==> src/rtl/sint_pkg.sv <==
// Package for the spread symbol interleaver: shared constants, register
// indexes, group size helper and the address generator control types.
// No dependencies.
package sint_pkg;

  // group store
  localparam int BUF_DEPTH = 12;
  localparam int ADDR_W    = 4;
  localparam int LEN_W     = 12;
  localparam int CFG_W     = 3;

  // configuration register indexes
  localparam logic [0:0] REG_SPREAD_FACTOR = 1'd0;
  localparam logic [0:0] REG_DIRECTION     = 1'd1;

  // reset values
  localparam logic [CFG_W-1:0] FACTOR_RESET = 3'd2;

  // factors that permute
  localparam logic [CFG_W-1:0] FACTOR_TWO  = 3'd2;
  localparam logic [CFG_W-1:0] FACTOR_FOUR = 3'd4;
  localparam logic [CFG_W-1:0] ROWS_TWO    = 3'd2;
  localparam logic [CFG_W-1:0] ROWS_THREE  = 3'd3;

  // symbols in one group: rows times factor
  function automatic logic [ADDR_W-1:0] group_size(input logic f4, input logic rows3);
    logic [ADDR_W-1:0] g;
    case ({f4, rows3})
      2'b00:   g = 4'd4;
      2'b01:   g = 4'd6;
      2'b10:   g = 4'd8;
      2'b11:   g = 4'd12;
      default: g = 4'd4;
    endcase
    return g;
  endfunction

  // address generator control and status
  typedef struct packed {
    logic load;    // start a new group read-out
    logic step;    // one read issued
    logic f4;      // factor is four
    logic rows3;   // group has three rows
    logic dir;     // 1 deinterleave
  } ag_ctrl_t;

  typedef struct packed {
    logic [ADDR_W-1:0] addr;
    logic              last;
  } ag_stat_t;

endpackage

==> src/rtl/sint_if.sv <==
// Stream interfaces for the spread symbol interleaver: input symbol
// channel and result channel, each with valid/ready. Depends on sint_pkg.
interface sint_in_if import sint_pkg::*; #(parameter int SAMPLE_WIDTH = 16);
  logic                           valid;
  logic                           ready;
  logic signed [SAMPLE_WIDTH-1:0] sample;
  logic                           packet_start;
  logic [LEN_W-1:0]               packet_length;

  modport source (output valid, sample, packet_start, packet_length, input ready);
  modport sink   (input valid, sample, packet_start, packet_length, output ready);
endinterface

interface sint_out_if #(parameter int SAMPLE_WIDTH = 16);
  logic                           valid;
  logic                           ready;
  logic signed [SAMPLE_WIDTH-1:0] sample_out;
  logic                           group_last;
  logic                           packet_last;

  modport source (output valid, sample_out, group_last, packet_last, input ready);
  modport sink   (input valid, sample_out, group_last, packet_last, output ready);
endinterface

==> src/rtl/spread_symbol_interleaver.sv <==
// Spread symbol interleaver top level: packet control, group fill, read-out
// and output register. Depends on sint_pkg, sint_if, sint_group_mem, sint_addr_gen.
//
// Symbols are taken one per cycle. Pass-through symbols (factor other than
// 2 or 4, symbols outside a packet, a trailing partial group) leave through
// the output register in the following cycle. Permuted symbols are written
// into a 12-entry group store; once a group of g symbols (4, 6, 8 or 12) is
// complete, input is held off while the store is read out, one symbol per
// cycle through its single read port; the last read lands in the registered
// read data of the store before it reaches the output register.
// Factor and direction are sampled at packet start; a new packet drops any
// partly filled group. Output backpressure stalls both fill and read-out.
module spread_symbol_interleaver import sint_pkg::*; #(
  parameter int SAMPLE_WIDTH = 16,
  parameter int MAX_PACKET   = 4096
) (
  input  logic             clk,
  input  logic             rst_n,
  input  logic             cfg_we,
  input  logic [0:0]       cfg_index,
  input  logic [CFG_W-1:0] cfg_data,
  sint_in_if.sink          in_chan,
  sint_out_if.source       out_chan
);

  localparam int LW = $clog2(MAX_PACKET + 1);
  localparam int CW = (LW > LEN_W) ? LW : LEN_W;

  localparam logic ST_FILL  = 1'b0;
  localparam logic ST_DRAIN = 1'b1;

  // configuration and packet state
  logic [CFG_W-1:0]  reg_factor_r;
  logic              reg_dir_r;
  logic [CFG_W-1:0]  pkt_factor_r, pkt_factor_nxt;
  logic              pkt_dir_r, pkt_dir_nxt;
  logic [LW-1:0]     left_r, left_nxt;
  logic [ADDR_W-1:0] fill_r, fill_nxt;
  logic              rows3_r, rows3_nxt;
  logic              state_r, state_nxt;
  logic              drain_pl_r, drain_pl_nxt;

  // read-out and output stage
  logic                    pend_r, pend_nxt;
  logic                    pend_last_r;
  logic                    out_v_r, out_v_nxt;
  logic [SAMPLE_WIDTH-1:0] out_data_r;
  logic                    out_gl_r, out_pl_r;

  // effective values for the symbol being taken
  logic [CW-1:0]     len_w, len_c;
  logic [CFG_W-1:0]  f_eff;
  logic              dir_eff;
  logic [LW-1:0]     left_eff;
  logic [ADDR_W-1:0] fill_eff, g_eff;
  logic              rows3_eff, permutes, take_group, group_done, pass_last, in_pkt;

  logic     can_load, in_ready, in_fire, issue, pend_take;
  logic     mem_we;
  ag_ctrl_t ag_ctrl;
  ag_stat_t ag_stat;
  logic [SAMPLE_WIDTH-1:0] mem_rdata;

  // configuration writes
  always_ff @(posedge clk) begin
    if (!rst_n) begin
      reg_factor_r <= FACTOR_RESET;
      reg_dir_r    <= 1'b0;
    end else if (cfg_we) begin
      case (cfg_index)
        REG_SPREAD_FACTOR: reg_factor_r <= cfg_data;
        REG_DIRECTION:     reg_dir_r    <= cfg_data[0];
        default:           reg_dir_r    <= reg_dir_r;
      endcase
    end
  end

  // handshake
  assign can_load  = !out_v_r || out_chan.ready;
  assign in_ready  = (state_r == ST_FILL) && !pend_r && can_load;
  assign in_fire   = in_chan.valid && in_ready;
  assign issue     = (state_r == ST_DRAIN) && (!pend_r || can_load);
  assign pend_take = pend_r && can_load;

  // packet start overrides the latched packet state
  assign len_w = CW'(in_chan.packet_length);
  assign len_c = (len_w > CW'(MAX_PACKET)) ? CW'(MAX_PACKET) : len_w;

  always_comb begin
    if (in_chan.packet_start) begin
      f_eff     = reg_factor_r;
      dir_eff   = reg_dir_r;
      left_eff  = LW'(len_c);
      fill_eff  = '0;
      rows3_eff = (reg_factor_r == FACTOR_TWO  && len_c[1]) ||
                  (reg_factor_r == FACTOR_FOUR && len_c[2]);
    end else begin
      f_eff     = pkt_factor_r;
      dir_eff   = pkt_dir_r;
      left_eff  = left_r;
      fill_eff  = fill_r;
      rows3_eff = rows3_r;
    end
  end

  assign permutes   = (f_eff == FACTOR_TWO) || (f_eff == FACTOR_FOUR);
  assign g_eff      = group_size(f_eff == FACTOR_FOUR, rows3_eff);
  assign in_pkt     = (left_eff != '0);
  assign take_group = in_pkt && permutes &&
                      ((fill_eff != '0) || (left_eff >= LW'(g_eff)));
  assign group_done = take_group && (fill_eff + 4'd1 == g_eff);
  assign pass_last  = in_pkt && (left_eff == LW'(1));

  // packet and fill state
  always_comb begin
    pkt_factor_nxt = pkt_factor_r;
    pkt_dir_nxt    = pkt_dir_r;
    left_nxt       = left_r;
    fill_nxt       = fill_r;
    rows3_nxt      = rows3_r;
    drain_pl_nxt   = drain_pl_r;
    state_nxt      = state_r;
    if (in_fire) begin
      pkt_factor_nxt = f_eff;
      pkt_dir_nxt    = dir_eff;
      left_nxt       = in_pkt ? left_eff - LW'(1) : left_eff;
      rows3_nxt      = group_done ? 1'b0 : rows3_eff;
      if (group_done) begin
        fill_nxt     = '0;
        drain_pl_nxt = pass_last;
        state_nxt    = ST_DRAIN;
      end else if (take_group) begin
        fill_nxt = fill_eff + 4'd1;
      end else begin
        fill_nxt = fill_eff;
      end
    end else if (issue && ag_stat.last) begin
      state_nxt = ST_FILL;
    end
  end

  always_ff @(posedge clk) begin
    if (!rst_n) begin
      pkt_factor_r <= FACTOR_RESET;
      pkt_dir_r    <= 1'b0;
      left_r       <= '0;
      fill_r       <= '0;
      rows3_r      <= 1'b0;
      drain_pl_r   <= 1'b0;
      state_r      <= ST_FILL;
    end else begin
      pkt_factor_r <= pkt_factor_nxt;
      pkt_dir_r    <= pkt_dir_nxt;
      left_r       <= left_nxt;
      fill_r       <= fill_nxt;
      rows3_r      <= rows3_nxt;
      drain_pl_r   <= drain_pl_nxt;
      state_r      <= state_nxt;
    end
  end

  // group store
  assign mem_we = in_fire && take_group;

  sint_group_mem #(.SAMPLE_WIDTH(SAMPLE_WIDTH)) u_mem (
    .clk   (clk),
    .we    (mem_we),
    .waddr (fill_eff),
    .wdata (in_chan.sample),
    .re    (issue),
    .raddr (ag_stat.addr),
    .rdata (mem_rdata)
  );

  // read address sequencing
  assign ag_ctrl.load  = in_fire && group_done;
  assign ag_ctrl.step  = issue;
  assign ag_ctrl.f4    = (f_eff == FACTOR_FOUR);
  assign ag_ctrl.rows3 = rows3_eff;
  assign ag_ctrl.dir   = dir_eff;

  sint_addr_gen u_ag (
    .clk   (clk),
    .rst_n (rst_n),
    .ctrl  (ag_ctrl),
    .stat  (ag_stat)
  );

  // read in flight
  always_comb begin
    if (issue) begin
      pend_nxt = 1'b1;
    end else if (pend_take) begin
      pend_nxt = 1'b0;
    end else begin
      pend_nxt = pend_r;
    end
  end

  always_ff @(posedge clk) begin
    if (!rst_n) begin
      pend_r <= 1'b0;
    end else begin
      pend_r <= pend_nxt;
    end
  end

  always_ff @(posedge clk) begin
    if (issue) begin
      pend_last_r <= ag_stat.last;
    end
  end

  // output register
  assign out_v_nxt = (in_fire && !take_group) || pend_take ||
                     (out_v_r && !out_chan.ready);

  always_ff @(posedge clk) begin
    if (!rst_n) begin
      out_v_r <= 1'b0;
    end else begin
      out_v_r <= out_v_nxt;
    end
  end

  always_ff @(posedge clk) begin
    if (in_fire && !take_group) begin
      out_data_r <= in_chan.sample;
      out_gl_r   <= pass_last;
      out_pl_r   <= pass_last;
    end else if (pend_take) begin
      out_data_r <= mem_rdata;
      out_gl_r   <= pend_last_r;
      out_pl_r   <= pend_last_r && drain_pl_r;
    end
  end

  assign in_chan.ready        = in_ready;
  assign out_chan.valid       = out_v_r;
  assign out_chan.sample_out  = out_data_r;
  assign out_chan.group_last  = out_gl_r;
  assign out_chan.packet_last = out_pl_r;

  // checks
  a_no_write_in_drain: assert property (@(posedge clk) disable iff (!rst_n)
    mem_we |-> (state_r == ST_FILL) && !pend_r)
    else $error("group store written during read-out");

  a_group_starts_drain: assert property (@(posedge clk) disable iff (!rst_n)
    (in_fire && group_done) |=> (state_r == ST_DRAIN) && (fill_r == '0))
    else $error("completed group did not start read-out");

  a_last_read_ends_drain: assert property (@(posedge clk) disable iff (!rst_n)
    (pend_take && pend_last_r) |=> (state_r == ST_FILL))
    else $error("read-out still active after last symbol of group");

endmodule

==> src/rtl/sint_group_mem.sv <==
// Group store: 12-entry synchronous memory, one write and one read port,
// read data registered and held while no read is issued. Depends on sint_pkg.
module sint_group_mem import sint_pkg::*; #(
  parameter int SAMPLE_WIDTH = 16
) (
  input  logic                    clk,
  input  logic                    we,
  input  logic [ADDR_W-1:0]       waddr,
  input  logic [SAMPLE_WIDTH-1:0] wdata,
  input  logic                    re,
  input  logic [ADDR_W-1:0]       raddr,
  output logic [SAMPLE_WIDTH-1:0] rdata
);

  logic [SAMPLE_WIDTH-1:0] mem [BUF_DEPTH];
  logic [SAMPLE_WIDTH-1:0] rdata_r;

  // write port
  always_ff @(posedge clk) begin
    if (we) begin
      mem[waddr] <= wdata;
    end
  end

  // read port, registered
  always_ff @(posedge clk) begin
    if (re) begin
      rdata_r <= mem[raddr];
    end
  end

  assign rdata = rdata_r;

endmodule

==> src/rtl/sint_addr_gen.sv <==
// Read address sequencer for group read-out. Walks address K*i + j with
// i counting modulo M and j the wrap count. Depends on sint_pkg.
module sint_addr_gen import sint_pkg::*; (
  input  logic     clk,
  input  logic     rst_n,
  input  ag_ctrl_t ctrl,
  output ag_stat_t stat
);

  logic [1:0]        i_r, i_nxt;
  logic [1:0]        j_r, j_nxt;
  logic [ADDR_W-1:0] cnt_r, cnt_nxt;
  logic [CFG_W-1:0]  mod_r, mod_nxt;   // inner modulus
  logic [CFG_W-1:0]  mul_r, mul_nxt;   // stride of inner count
  logic [ADDR_W-1:0] last_r, last_nxt; // group size minus one
  logic [CFG_W-1:0]  fac, rows;

  assign fac  = ctrl.f4 ? FACTOR_FOUR : FACTOR_TWO;
  assign rows = ctrl.rows3 ? ROWS_THREE : ROWS_TWO;

  // counter update: interleave strides by F over R rows, deinterleave the reverse
  always_comb begin
    i_nxt    = i_r;
    j_nxt    = j_r;
    cnt_nxt  = cnt_r;
    mod_nxt  = mod_r;
    mul_nxt  = mul_r;
    last_nxt = last_r;
    if (ctrl.load) begin
      i_nxt    = 2'd0;
      j_nxt    = 2'd0;
      cnt_nxt  = '0;
      mod_nxt  = ctrl.dir ? fac : rows;
      mul_nxt  = ctrl.dir ? rows : fac;
      last_nxt = group_size(ctrl.f4, ctrl.rows3) - 4'd1;
    end else if (ctrl.step) begin
      cnt_nxt = cnt_r + 4'd1;
      if ({1'b0, i_r} == mod_r - 3'd1) begin
        i_nxt = 2'd0;
        j_nxt = j_r + 2'd1;
      end else begin
        i_nxt = i_r + 2'd1;
      end
    end
  end

  always_ff @(posedge clk) begin
    if (!rst_n) begin
      i_r   <= 2'd0;
      j_r   <= 2'd0;
      cnt_r <= '0;
    end else begin
      i_r   <= i_nxt;
      j_r   <= j_nxt;
      cnt_r <= cnt_nxt;
    end
  end

  // group shape, loaded per read-out
  always_ff @(posedge clk) begin
    mod_r  <= mod_nxt;
    mul_r  <= mul_nxt;
    last_r <= last_nxt;
  end

  assign stat.addr = ADDR_W'({1'b0, mul_r} * {2'b00, i_r}) + {2'b00, j_r};
  assign stat.last = (cnt_r == last_r);

endmodule
==> src/flat_wrapper.sv <==
// flat-port wrapper written by rule: the top's interface ports become plain ports
module spread_symbol_interleaver_flat import sint_pkg::*;
#(
  parameter int SAMPLE_WIDTH = 16,
  parameter int MAX_PACKET   = 4096
)
  (clk, rst_n, cfg_we, cfg_index, cfg_data, in_chan_valid, in_chan_sample, in_chan_packet_start, in_chan_packet_length, in_chan_ready, out_chan_valid, out_chan_sample_out, out_chan_group_last, out_chan_packet_last, out_chan_ready);
  sint_in_if #(.SAMPLE_WIDTH(SAMPLE_WIDTH)) in_chan_i ();
  sint_out_if #(.SAMPLE_WIDTH(SAMPLE_WIDTH)) out_chan_i ();
  input  logic clk;
  input  logic rst_n;
  input  logic cfg_we;
  input  logic [0:0] cfg_index;
  input  logic [CFG_W-1:0] cfg_data;
  input wire logic [$bits(in_chan_i.valid)-1:0] in_chan_valid;
  input wire logic [$bits(in_chan_i.sample)-1:0] in_chan_sample;
  input wire logic [$bits(in_chan_i.packet_start)-1:0] in_chan_packet_start;
  input wire logic [$bits(in_chan_i.packet_length)-1:0] in_chan_packet_length;
  output wire logic [$bits(in_chan_i.ready)-1:0] in_chan_ready;
  output wire logic [$bits(out_chan_i.valid)-1:0] out_chan_valid;
  output wire logic [$bits(out_chan_i.sample_out)-1:0] out_chan_sample_out;
  output wire logic [$bits(out_chan_i.group_last)-1:0] out_chan_group_last;
  output wire logic [$bits(out_chan_i.packet_last)-1:0] out_chan_packet_last;
  input wire logic [$bits(out_chan_i.ready)-1:0] out_chan_ready;
  assign in_chan_i.valid = in_chan_valid;
  assign in_chan_i.sample = in_chan_sample;
  assign in_chan_i.packet_start = in_chan_packet_start;
  assign in_chan_i.packet_length = in_chan_packet_length;
  assign in_chan_ready = in_chan_i.ready;
  assign out_chan_valid = out_chan_i.valid;
  assign out_chan_sample_out = out_chan_i.sample_out;
  assign out_chan_group_last = out_chan_i.group_last;
  assign out_chan_packet_last = out_chan_i.packet_last;
  assign out_chan_i.ready = out_chan_ready;
  spread_symbol_interleaver #(.SAMPLE_WIDTH(SAMPLE_WIDTH), .MAX_PACKET(MAX_PACKET)) u_core (.clk(clk), .rst_n(rst_n), .cfg_we(cfg_we), .cfg_index(cfg_index), .cfg_data(cfg_data), .in_chan(in_chan_i), .out_chan(out_chan_i));
endmodule
==> config.mk <==
export PLATFORM = sky130hd
export DESIGN_NAME = spread_symbol_interleaver_flat
export DESIGN_NICKNAME = d
export VERILOG_FILES = /design/src/rtl/sint_pkg.sv /design/src/rtl/sint_if.sv /design/src/rtl/spread_symbol_interleaver.sv /design/src/rtl/sint_group_mem.sv /design/src/rtl/sint_addr_gen.sv /design/src/flat_wrapper.sv
export SDC_FILE = /design/constraint.sdc
export NUM_CORES = 1
export LEC_CHECK = 0
export BUFFER_PORTS_ARGS = -buffer_cell sky130_fd_sc_hd__buf_2
export CAP_MARGIN = 40
export CORE_MARGIN = 2
export CORE_UTILIZATION = 25
export DETAILED_ROUTE_END_ITERATION = 10
export SLEW_MARGIN = 15
export SYNTH_ARGS = -nofsm -noshare
export SYNTH_HDL_FRONTEND = slang
export SYNTH_SLANG_ARGS = --single-unit
==> constraint.sdc <==
create_clock -name clk -period 4.7 [get_ports clk]
set_input_delay 1.175 -clock clk [delete_from_list [all_inputs] [get_ports clk]]
set_output_delay 1.175 -clock clk [all_outputs]
set_load 0.005 [all_outputs]
==> flow_metrics.py <==
metrics = {
    "run_status": {
        "status": "completed",
    },
    "logic_synthesis": {
        "syn-mean-instance-area_um2": 16.0,
        "synth-simple-area-share": 0.0808,
        "synthXorXnorAreaFrac": 0.0171,
        "synth_top_family_by_area": "multiplexers",
        "synth-adder-area-share": 0.0236,
        "yosysSeqAreaShare": 0.667,
        "synth_compound_area_frac": 0.0537,
        "ys_types": 70,
        "synthFlopType": "edfxtp_1",
        "ys_seq_elements": 274,
        "syn_area_um2": 11800,
        "syn-instance-count": 738,
        "synth_edf_count": 236,
        "yosysWarnings": 0,
        "async_flop_share": 0,
        "synth_nets": 797,
        "synthMuxAreaShare": 0.137,
    },
    "placement": {
        "gp_congestion": 0.766,
        "hpwl_um": 18000,
        "placedCellCount": 1399,
        "port_buffers": 57,
        "post-place-ws_ns": 0.415,
    },
    "die": {
        "io_pins": 58,
        "die_w_um": 221,
        "die_h_um": 221,
        "initial_utilization": 0.253,
        "std_cell_rows": 79,
        "coreArea_um2": 46600,
        "die_area_um2": 48800,
    },
    "sta": {
        "period_minus_slack_ns": 3.73,
        "setup_ws_ns": 0.966,
        "fin_crit_sh": 0.794,
        "tightest_slew_ns": 0.826,
        "max_freq_mhz": 268,
        "hold_viol": 0,
        "skew_ns": 0.0244,
        "rsz0062_at_grt": "false",
        "setup_violations": 0,
        "fin_setup_tns_ns": 0,
        "relSlewSlack": 0.449,
        "report.final.slew_viol_count": 0,
        "fin_hold_ws_ns": 0.472,
    },
    "critical_path": {
        "cp-end-kind": "flip-flop",
        "critPathArrivalTime_ns": 3.98,
        "r2r_slack_ns": 1.21,
        "required_ns": 4.94,
        "critical_path_class": "input port to flip-flop",
        "start_kind": "input port",
        "cp_max_fo": 16,
    },
    "global_route": {
        "gr-total-overflow": 0,
        "grtUsageTotal": 0.108,
        "grt_pass1_vias": 6744,
        "grt_first_pass_wirelength_um": 41000,
        "antenna_found_initial": 1,
        "grt_start_max_net_pins": 40,
    },
    "clocking": {
        "cts_sinks": 274,
        "cts_tree": "done",
        "root_buffer": "clkbuf_16",
        "cts.path.max_buffers": 3,
        "holdBufCountCts": 0,
        "h-tree-depth": 1,
        "clkLatencyLatePin_ns": 0.58,
        "cts_setup_buffers": 0,
        "path_clk_slew_ns": 0.06,
        "cts_inserted_buffers": 30,
        "post_cts_resize_count": 0,
    },
    "layout": {
        "nets": 883,
        "diodes": 0,
        "area_delta_synth_final_pct": 17.8,
        "drive_above_1_share": 0.264,
        "final_cells": 1455,
        "layout_commonest_cell": "edfxtp_1",
        "final_cell_mix": "236 x edfxtp_1, 57 x buf_2, 52 x nand2_1, 48 x mux4_2, 39 x nor2_1",
    },
    "power_and_ir_drop": {
        "powerDensity_nw_per_um2": 381,
        "p_leak_nw": 4.62,
        "ir_worst_vdd_v": 0.000271,
    },
    "routing": {
        "viasPerCell": 4.52,
        "drt-total-wl_um": 26800,
        "firstDrtPassIters": 4,
        "ant_nets": 0,
        "drc_errors": 0,
        "vias": 6581,
        "drt-initial-drc-count": 343,
        "wl_per_cell_um": 18.4,
    },
    "run": {
        "maxCapViolCount": 0,
    },
    "worst_hold_path": {
        "hold_class": "flip-flop to flip-flop",
    },
}
[flip-flops by register name (all words and copies together), names as in the netlist, 4 cells and up]
register	cells
u_core.left_r	13
u_core.u_ag.cnt_r	4
u_core.out_chan.sample_out	16
u_core.fill_r	4
u_core.u_mem.rdata	16
u_core.u_mem.mem	192
[logic make-up (layout without fill, tap and decap cells)]
family	count (synthesis)	in the layout
xor+xnor	23	23
simple gates	180	180
compound gates	87	87
buf+inv	54	164
fa+ha+maj	21	21
flops	274	274
mux	99	99
[critical path, cell delays in order]
cell and delay (ns):
buf_2 0.15, nor4b_1 0.28, a31o_2 0.20, inv_1 0.10, ha_1 0.20, o21bai_1 0.20
ha_1 0.32, nand4_1 0.10, a311o_1 0.37, a21oi_2 0.17, buf_4 0.23, and4b_1 0.21
buf_4 0.26
[layer usage]
layer,vias to the layer above,global-route usage,share of wire
met2,159,0.183,0.49
met5,-,0,0.00041
met4,2,0.0281,0.019
met3,37,0.0179,0.044
met1,3323,0.144,0.45
li1,3060,-,-
[where the power goes]
group          switching [mW]  total (mW)  internal, mW
logic                   0.219       0.351         0.131
clock network           0.948        2.22          1.27
registers              0.0249        2.72          2.70
[Yosys cell counts (4+ instances only)]
master,instances,area share
a21oi_1,15,0.0064
and3_1,8,0.0043
and4_1,4,0.0030
and4b_1,4,0.0034
buf_2,5,0.0021
buf_4,4,0.0026
clkbuf_1,22,0.0070
dfxtp_1,38,0.065
edfxtp_1,236,0.60
ha_1,19,0.020
inv_1,19,0.0061
mux2_2,21,0.020
mux2i_1,30,0.026
mux4_2,48,0.092
nand2_1,52,0.017
nand3_1,14,0.0060
nand4_1,4,0.0021
nor2_1,39,0.012
nor2b_1,5,0.0027
nor3_1,17,0.0072
o21ai_0,28,0.012
o31ai_1,5,0.0032
or3_1,6,0.0032
xnor2_1,13,0.0097
xor2_1,10,0.0074
[metrics by stage]
stage	instance area (um2)	power, mW	utilization
2_1_floorplan	11800	2.97	-
3_3_place_gp	12900	3.12	0.277
3_5_place_dp	12900	3.13	0.278
4_1_cts	13900	5.35	0.298
5_1_grt	13900	5.48	0.298
6_report	13900	5.29	0.298
[cell type report]
cell class	instances	area [um2]
clock buffers	42	816
well taps	607	759
multi-input cells	410	3710
inverters	20	75.1
repair buffers	88	538
clock inverters	14	123
flip-flops and latches	274	7850
fillers	4584	32700
[final timing paths]
kind	from	depth (start not counted)	endpoint
max	in_chan_packet_start	13	u_core.u_mem.mem[7][14]
min	u_core.left_r[1]	2	u_core.left_r[1]
max reg2reg	u_core.reg_factor_r[2]	14	u_core.u_mem.mem[7][14]
min reg2reg	u_core.left_r[1]	2	u_core.left_r[1]
No activity file was read; power rests on OpenSTA's default activity.
